--- config.mk ---
export PLATFORM = sky130hd
export DESIGN_NAME = eth_ipv4_tcp_header_filter
export DESIGN_NICKNAME = d
export VERILOG_FILES = /design/src/sv/ethf_pkg.sv /design/src/sv/ethf_capture.sv /design/src/sv/ethf_judge.sv /design/src/sv/eth_ipv4_tcp_header_filter.sv
export SDC_FILE = /design/constraint.sdc
export NUM_CORES = 1
export LEC_CHECK = 0
export ABC_CLOCK_PERIOD_IN_PS = 11400
export BUFFER_PORTS_ARGS = -buffer_cell sky130_fd_sc_hd__buf_2
export CELL_PAD_IN_SITES_DETAIL_PLACEMENT = 1
export CELL_PAD_IN_SITES_GLOBAL_PLACEMENT = 1
export CORE_ASPECT_RATIO = 2
export CORE_UTILIZATION = 40
export CTS_CLUSTER_SIZE = 40
export DETAILED_ROUTE_END_ITERATION = 12
export PLACE_DENSITY = 0.74
export SYNTH_ARGS = -nofsm -noshare
export SYNTH_HDL_FRONTEND = slang
export SYNTH_HIERARCHICAL = 1
export SYNTH_SLANG_ARGS = --single-unit
--- constraint.sdc ---
create_clock -name clk -period 11.4 [get_ports clk]
set_clock_uncertainty 0.1 [all_clocks]
set_input_delay 0 -clock clk [delete_from_list [all_inputs] [get_ports clk]]
set_output_delay 0 -clock clk [all_outputs]
set_load 0.005 [all_outputs]
--- src/sv/ethf_pkg.sv ---
// Shared types and constants for the Ethernet/IPv4/TCP header filter.
// Used by ethf_capture, ethf_judge and eth_ipv4_tcp_header_filter; no dependencies.
package ethf_pkg;

	localparam logic [6:0]  ETH_HDR_BYTES = 7'd14;
	localparam logic [15:0] IPV4_TYPE     = 16'h0800;
	localparam logic [7:0]  TCP_PROTO     = 8'd6;
	localparam logic [3:0]  MIN_HDR_WORDS = 4'd5;

	localparam logic [3:0] VERDICT_MATCH_PAYLOAD = 4'd0;
	localparam logic [3:0] VERDICT_MATCH_EMPTY   = 4'd1;
	localparam logic [3:0] VERDICT_SHORT_ETH     = 4'd2;
	localparam logic [3:0] VERDICT_NOT_IPV4      = 4'd3;
	localparam logic [3:0] VERDICT_IP_INCOMPLETE = 4'd4;
	localparam logic [3:0] VERDICT_SRC_MISMATCH  = 4'd5;
	localparam logic [3:0] VERDICT_NOT_TCP       = 4'd6;
	localparam logic [3:0] VERDICT_TCP_INCOMPL   = 4'd7;
	localparam logic [3:0] VERDICT_PORT_MISMATCH = 4'd8;
	localparam logic [3:0] VERDICT_MALFORMED_LEN = 4'd9;

	localparam logic [1:0] CFG_SRC_ADDR = 2'd0;
	localparam logic [1:0] CFG_SRC_PORT = 2'd1;
	localparam logic [1:0] CFG_DST_PORT = 2'd2;

	localparam int OUT_W = 112;

	typedef struct packed {
		logic [15:0] ether_type;
		logic [3:0]  ip_header_words;
		logic [15:0] ip_total_length;
		logic [7:0]  ip_protocol;
		logic [31:0] source_address;
		logic [31:0] ports;
		logic [3:0]  tcp_offset_words;
	} frame_t;

	typedef struct packed {
		logic [31:0] source_address;
		logic [15:0] source_port;
		logic [15:0] destination_port;
	} cfg_t;

endpackage

--- src/sv/ethf_capture.sv ---
// Per-byte header capture registers and the end-of-frame snapshot register.
// Depends on ethf_pkg.
module ethf_capture #(
	parameter int MAX_FRAME_BYTES = 2048,
	parameter int CW = $clog2(MAX_FRAME_BYTES + 1)
) (
	input  logic              clk,
	input  logic              arst_n,
	input  logic              accept,
	input  logic [7:0]        frame_byte,
	input  logic              last_byte,
	input  logic              advance,
	output logic              valid_s1,
	output ethf_pkg::frame_t  frame_s1,
	output logic [CW-1:0]     len_s1
);

	logic [CW-1:0]    idx_q;
	ethf_pkg::frame_t cur_q;
	ethf_pkg::frame_t nxt;
	logic [CW-1:0]    idx_nxt;
	logic             in_range;
	logic [6:0]       tcp_start;
	logic [CW-1:0]    rel;
	logic             v_s1_q;

	always_comb begin
		nxt       = cur_q;
		in_range  = idx_q < CW'(MAX_FRAME_BYTES);
		idx_nxt   = in_range ? idx_q + CW'(1) : idx_q;
		tcp_start = ethf_pkg::ETH_HDR_BYTES + {1'b0, cur_q.ip_header_words, 2'b00};
		rel       = idx_q - CW'(tcp_start);
		if (in_range) begin
			if (idx_q == CW'(12) || idx_q == CW'(13)) begin
				nxt.ether_type = {cur_q.ether_type[7:0], frame_byte};
			end else if (idx_q == CW'(14)) begin
				nxt.ip_header_words = frame_byte[3:0];
			end else if (idx_q == CW'(16) || idx_q == CW'(17)) begin
				nxt.ip_total_length = {cur_q.ip_total_length[7:0], frame_byte};
			end else if (idx_q == CW'(23)) begin
				nxt.ip_protocol = frame_byte;
			end else if (idx_q >= CW'(26) && idx_q <= CW'(29)) begin
				nxt.source_address = {cur_q.source_address[23:0], frame_byte};
			end
			if (idx_q >= CW'(15) && idx_q >= CW'(tcp_start)) begin
				if (rel <= CW'(3)) begin
					nxt.ports = {cur_q.ports[23:0], frame_byte};
				end else if (rel == CW'(12)) begin
					nxt.tcp_offset_words = frame_byte[7:4];
				end
			end
		end
	end

	always_ff @(posedge clk or negedge arst_n) begin
		if (!arst_n) begin
			idx_q  <= '0;
			cur_q  <= '0;
			v_s1_q <= 1'b0;
		end else begin
			if (accept) begin
				if (last_byte) begin
					idx_q <= '0;
					cur_q <= '0;
				end else begin
					idx_q <= idx_nxt;
					cur_q <= nxt;
				end
			end
			if (accept && last_byte) begin
				v_s1_q <= 1'b1;
			end else if (advance) begin
				v_s1_q <= 1'b0;
			end
		end
	end

	always_ff @(posedge clk) begin
		if (accept && last_byte) begin
			frame_s1 <= nxt;
			len_s1   <= idx_nxt;
		end
	end

	assign valid_s1 = v_s1_q;

endmodule

--- src/sv/ethf_judge.sv ---
// End-of-frame checks on the captured headers and the result output register.
// Depends on ethf_pkg.
module ethf_judge #(
	parameter int CW = 12
) (
	input  logic              clk,
	input  logic              arst_n,
	input  logic              valid_s1,
	input  ethf_pkg::frame_t  frame_s1,
	input  logic [CW-1:0]     len_s1,
	input  ethf_pkg::cfg_t    cfg,
	input  logic              advance,
	output logic              out_valid,
	output logic [ethf_pkg::OUT_W-1:0] out_data
);

	localparam int LW = (CW > 8) ? CW : 8;

	logic [LW-1:0] len;
	logic [6:0]    ip_end;
	logic [7:0]    tcp_end;
	logic [7:0]    hdrs;
	logic [3:0]    verdict;
	logic [10:0]   pay_off;
	logic [15:0]   pay_len;
	logic [15:0]   diff;
	logic          m_tvalid_q;

	always_comb begin
		len     = LW'(len_s1);
		ip_end  = ethf_pkg::ETH_HDR_BYTES + {1'b0, frame_s1.ip_header_words, 2'b00};
		tcp_end = {1'b0, ip_end} + {2'b00, frame_s1.tcp_offset_words, 2'b00};
		hdrs    = {2'b00, frame_s1.ip_header_words, 2'b00}
			+ {2'b00, frame_s1.tcp_offset_words, 2'b00};
		diff    = frame_s1.ip_total_length - {8'd0, hdrs};
		pay_off = '0;
		pay_len = '0;
		if (len < LW'(ethf_pkg::ETH_HDR_BYTES + 7'd1)) begin
			verdict = ethf_pkg::VERDICT_SHORT_ETH;
		end else if (frame_s1.ether_type != ethf_pkg::IPV4_TYPE) begin
			verdict = ethf_pkg::VERDICT_NOT_IPV4;
		end else if (frame_s1.ip_header_words < ethf_pkg::MIN_HDR_WORDS
				|| len < LW'(ip_end)) begin
			verdict = ethf_pkg::VERDICT_IP_INCOMPLETE;
		end else if (frame_s1.source_address != cfg.source_address) begin
			verdict = ethf_pkg::VERDICT_SRC_MISMATCH;
		end else if (frame_s1.ip_protocol != ethf_pkg::TCP_PROTO) begin
			verdict = ethf_pkg::VERDICT_NOT_TCP;
		end else if (frame_s1.tcp_offset_words < ethf_pkg::MIN_HDR_WORDS
				|| len < LW'(tcp_end)) begin
			verdict = ethf_pkg::VERDICT_TCP_INCOMPL;
		end else if (frame_s1.ports[31:16] != cfg.source_port
				|| frame_s1.ports[15:0] != cfg.destination_port) begin
			verdict = ethf_pkg::VERDICT_PORT_MISMATCH;
		end else if (frame_s1.ip_total_length < {8'd0, hdrs}) begin
			verdict = ethf_pkg::VERDICT_MALFORMED_LEN;
		end else begin
			pay_off = {3'b000, tcp_end};
			pay_len = diff;
			verdict = (diff != 16'd0) ? ethf_pkg::VERDICT_MATCH_PAYLOAD
				: ethf_pkg::VERDICT_MATCH_EMPTY;
		end
	end

	always_ff @(posedge clk or negedge arst_n) begin
		if (!arst_n) begin
			m_tvalid_q <= 1'b0;
		end else if (advance) begin
			m_tvalid_q <= valid_s1;
		end
	end

	always_ff @(posedge clk) begin
		if (advance && valid_s1) begin
			out_data <= {1'b0, pay_len, pay_off, frame_s1.ports[15:0],
				frame_s1.ports[31:16], frame_s1.source_address,
				frame_s1.ether_type, verdict};
		end
	end

	assign out_valid = m_tvalid_q;

endmodule

--- src/sv/eth_ipv4_tcp_header_filter.sv ---
// The last byte loads the snapshot register; the verdict then loads the output register.
// Throughput: one byte per cycle when not stalled; the capture registers update per byte.
// The input stalls only while the snapshot register and the output register are both full.
// Reset clears capture state but not the snapshot data; loads default address and ports.
// Top level; instantiates ethf_capture and ethf_judge, depends on ethf_pkg.
module eth_ipv4_tcp_header_filter #(
	parameter int MAX_FRAME_BYTES = 2048
) (
	input  logic         clk,
	input  logic         arst_n,
	input  logic         s_tvalid,
	output logic         s_tready,
	input  logic [7:0]   s_tdata,  // [7:0] frame_byte
	input  logic         s_tlast,
	output logic         m_tvalid,
	input  logic         m_tready,
	// [3:0] verdict, [19:4] ether_type, [51:20] source_address, [67:52] source_port,
	// [83:68] destination_port, [94:84] payload_offset, [110:95] payload_length
	output logic [111:0] m_tdata,
	input  logic         cfg_we,
	input  logic [1:0]   cfg_index,
	input  logic [31:0]  cfg_data
);

	localparam int CW = $clog2(MAX_FRAME_BYTES + 1);

	ethf_pkg::cfg_t   cfg_q;
	ethf_pkg::frame_t frame_s1;
	logic [CW-1:0]    len_s1;
	logic             valid_s1;
	logic             advance;
	logic             accept;

	assign advance  = !m_tvalid || m_tready;
	assign s_tready = !valid_s1 || advance;
	assign accept   = s_tvalid && s_tready;

	always_ff @(posedge clk or negedge arst_n) begin
		if (!arst_n) begin
			cfg_q.source_address   <= 32'hC0A8E980;
			cfg_q.source_port      <= 16'd80;
			cfg_q.destination_port <= 16'd100;
		end else if (cfg_we) begin
			unique case (cfg_index)
				ethf_pkg::CFG_SRC_ADDR: cfg_q.source_address   <= cfg_data;
				ethf_pkg::CFG_SRC_PORT: cfg_q.source_port      <= cfg_data[15:0];
				ethf_pkg::CFG_DST_PORT: cfg_q.destination_port <= cfg_data[15:0];
				default: ;
			endcase
		end
	end

	ethf_capture #(
		.MAX_FRAME_BYTES(MAX_FRAME_BYTES),
		.CW(CW)
	) u_capture (
		.clk(clk),
		.arst_n(arst_n),
		.accept(accept),
		.frame_byte(s_tdata),
		.last_byte(s_tlast),
		.advance(advance),
		.valid_s1(valid_s1),
		.frame_s1(frame_s1),
		.len_s1(len_s1)
	);

	ethf_judge #(
		.CW(CW)
	) u_judge (
		.clk(clk),
		.arst_n(arst_n),
		.valid_s1(valid_s1),
		.frame_s1(frame_s1),
		.len_s1(len_s1),
		.cfg(cfg_q),
		.advance(advance),
		.out_valid(m_tvalid),
		.out_data(m_tdata)
	);

	a_fail_no_payload: assert property (@(posedge clk) disable iff (!arst_n)
		m_tvalid && m_tdata[3:0] != ethf_pkg::VERDICT_MATCH_PAYLOAD
			&& m_tdata[3:0] != ethf_pkg::VERDICT_MATCH_EMPTY
		|-> m_tdata[94:84] == 11'd0 && m_tdata[110:95] == 16'd0)
		else $error("payload fields set on a rejected frame");

	a_payload_nonzero: assert property (@(posedge clk) disable iff (!arst_n)
		m_tvalid && m_tdata[3:0] == ethf_pkg::VERDICT_MATCH_PAYLOAD
		|-> m_tdata[110:95] != 16'd0)
		else $error("match with payload reports zero length");

	a_stall_only_backpressure: assert property (@(posedge clk) disable iff (!arst_n)
		!s_tready |-> m_tvalid && !m_tready)
		else $error("input stalled without output backpressure");

	a_frame_end_result: assert property (@(posedge clk) disable iff (!arst_n)
		accept && s_tlast |=> valid_s1)
		else $error("frame end did not load the snapshot stage");

endmodule
==> impl_metrics.py <==
metrics = {
    "route": {
        "viasPerCell": 5.500,
        "wl_mm": 51.08,
        "drtAntennaViolNets": 0,
        "drc": 0,
        "wl_per_cell_um": 23.69,
        "drtPass1Iterations": 4,
        "vias": 11860,
        "drt_iter0_markers": 647,
    },
    "floorplanning": {
        "start_util_pct": 40.78,
        "io-pin-count": 162,
        "dieArea_sq_um": 48640,
        "rows": 112,
        "die_h_um": 310.9,
        "fp.coreArea_sq_um": 46800,
        "die_w_um": 156.5,
    },
    "timing": {
        "fin_crit_sh_pct": 34.73,
        "setup_violations": 0,
        "fmax_mhz": 252.6,
        "tightest_slew_ns": 1.067,
        "finalSetupTns_ns": 0,
        "max_slew_margin_pct": 28.86,
        "min_period_ns": 3.959,
        "layout_setup_ws_ns": 7.441,
        "drv_slew": 0,
        "hold_viol": 0,
        "rsz0062_at_grt": "false",
    },
    "placement": {
        "portBuffers": 156,
        "place_congestion": 0.8281,
        "hpwlAfterDp_mm": 35.16,
        "pre_cts_ws_ns": 7.435,
    },
    "logic_synthesis": {
        "synth_cell_types": 79,
        "synth.cell_area_sq_um": 19090,
        "postSynthCellCount": 1322,
        "synth_ff_type": "edfxtp_1",
        "yosys_warnings": 6,
        "syn-mean-instance-area_sq_um": 14.44,
        "synth_edf_count": 231,
        "async_flop_share_pct": 45.13,
        "ys_seq_area_share_pct": 61.36,
        "ys_ff_latch": 421,
    },
    "layout": {
        "nFillCells": 4727,
        "final_nets": 1586,
        "final_common_cell": "edfxtp_1",
        "area_delta_synth_final_pct": 15.94,
        "drive_above_1_share_pct": 29.12,
        "fin_util_pct": 47.28,
        "final_cell_mix": "231 x edfxtp_1, 174 x dfrtp_1, 155 x buf_2, 146 x mux2_2",
    },
    "grt": {
        "grt_max_degree": 82,
        "grt_usage_pct": 21.34,
        "grt_pass1_wl_mm": 77.82,
        "antenna_found_initial": 1,
        "first_global_vias": 12940,
        "grt_overflow": 0,
    },
    "clock_network": {
        "cts_tree": "done",
        "cts_sinks": 421,
        "cts.clk_slew.worst_paths_ns": 0.07,
        "clk-insertion-delay-late_ns": 0.56,
        "cts_resized": 0,
        "cts_root_buf": "clkbuf_16",
        "h-tree-depth": 2,
        "numCtsBuffers": 38,
        "cts_setup_buffers": 0,
        "cts_buffer_depth": 3,
    },
    "critical_path": {
        "critical_path_class": "register to register",
        "worstPathArrival_ns": 4.25,
        "cp-end-kind": "register",
        "path_max_fanout": 21,
        "cp.required_ns": 11.69,
        "reg2reg_depth": 16,
        "path_common_cell": "ha_1",
        "cp-start-kind": "register",
        "crit_slowest_cell": "edfxtp_1",
        "max_stage_delay_ns": 0.45,
        "crit_chain": "inv_1, ha_1, inv_1, ha_1, a21o_1, a21oi_1, nor2b_1, o21bai_1, ha_1, nor2_1, o2111ai_1, nand3_1, or2_2, nor4_4, nand2_2, nor2_1",
    },
    "hold_path": {
        "hold_depth": 3,
        "hold_class": "primary input to register",
    },
    "run_status": {
        "status": "completed",
    },
    "pwr": {
        "leakage_uw": 0.008743,
        "total_power_uw": 3641,
        "ir_drop_uv": 129.9,
        "power_density_nw_per_um2": 164.5,
    },
    "run": {
        "cap_violations": 0,
    },
}
[flip-flops by register name (all words and copies together), names as in the netlist]
signal              flops
cfg_q                  64
u_capture/cur_q       112
u_capture/frame_s1    112
u_capture/idx_q        12
u_capture/len_s1       12
u_capture/valid_s1      1
u_judge/out_data      107
u_judge/out_valid       1
[final timing paths]
path                                                  start                                  end  slack, ns
setup reg to reg           u_capture/frame_s1[93]$_DFFE_PP_  u_judge/out_data[109]$_SDFFCE_PP0P_       7.44
hold / removal                                     s_tvalid       u_capture/idx_q[0]$_DFFE_PN0P_       0.06
min in group asynchronous                            arst_n                 cfg_q[5]$_DFFE_PN1P_       0.48
setup / recovery           u_capture/frame_s1[93]$_DFFE_PP_  u_judge/out_data[109]$_SDFFCE_PP0P_       7.44
max in group asynchronous                            arst_n      u_capture/cur_q[51]$_DFFE_PN0P_       8.85
hold reg to reg            u_capture/frame_s1[99]$_DFFE_PP_        u_judge/out_data[7]$_DFFE_PP_       0.37
[through the flow]
stage,cells,hold WS [ns],area (sq um)
detailed placement,2040,-0.08295,20360
global placement,2040,-0.09050,20360
CTS,2155,0.06559,22130
finish,2156,0.06398,22130
floorplan,1326,-0.3956,19100
global route,2156,0.09652,22130
[synth_stat cells (19+ instances only)]
library cell / instances / share of area (%)
a22oi_1: 75 / 3.0
a32o_1: 32 / 1.7
clkbuf_1: 53 / 1.0
dfrtp_1: 174 / 23
edfxtp_1: 231 / 36
ha_1: 36 / 2.4
inv_1: 29 / 0.57
mux2_2: 146 / 8.6
mux2_4: 30 / 2.4
nand2_1: 26 / 0.51
nand4_1: 19 / 0.62
nor2_1: 49 / 0.96
o21ai_0: 20 / 0.52
o2bb2ai_1: 75 / 3.4
xnor2_1: 51 / 2.3
xor2_1: 44 / 2.0
[power by group]
part	leakage, uW	switching [uW]	internal [uW]
sequential	0.00469	103	1750
combinational	0.00342	229	194
clock	0.000634	580	789
total	0.00874	912	2730
[worst max-delay path, delay by kind of cell (launching register included)]
family,cells,cell delay [ns]
AND/OR/NAND/NOR,7,1.55
adder cells (fa/ha/maj),3,0.85
AO/OA/AOI/OAI,4,0.73
flip-flops,1,0.45
buffers and inverters,2,0.14
[what timing repair did]
item,4_1_cts,5_1_grt
setup endpoints to repair,0,0
hold endpoints to repair,188,0
hold buffers,45,0
[kinds of logic (layout without fill, tap and decap cells)]
kind of cell    after synthesis  count (layout)  share of synthesized area [%]
flops                       421             421                          61.36
other cells                   1               6                        0.01965
mux                         179             179                          11.14
buf+inv                     113             315                          2.937
simple gates                206             206                          6.267
compound gates              267             267                          11.13
xor+xnor                     95              95                          4.360
fa+ha+maj                    40              40                          2.780
[routing by layer]
metal | GRT usage (%) | share of wire, % | wire length [um]
met5 | 0 | 0 | 0
met4 | 8.957 | 3.9 | 1970
met1 | 22.01 | 36 | 18190
met2 | 42.38 | 58 | 29540
met3 | 2.075 | 2.7 | 1380
[layout make-up]
cell class              count  area [sq um]  share of cell area (%)
flip-flops and latches    421         11710                   52.92
well taps                 627         784.5                   3.545
clock buffers              55          1056                   4.772
repair buffers            216          1370                   6.191
multi-input cells         792          6848                   30.95
clock inverters            15         245.2                   1.108
diodes                      1         2.502                 0.01131
inverters                  29         111.4                  0.5032
Note: power is estimated with default switching activity, not from simulation.
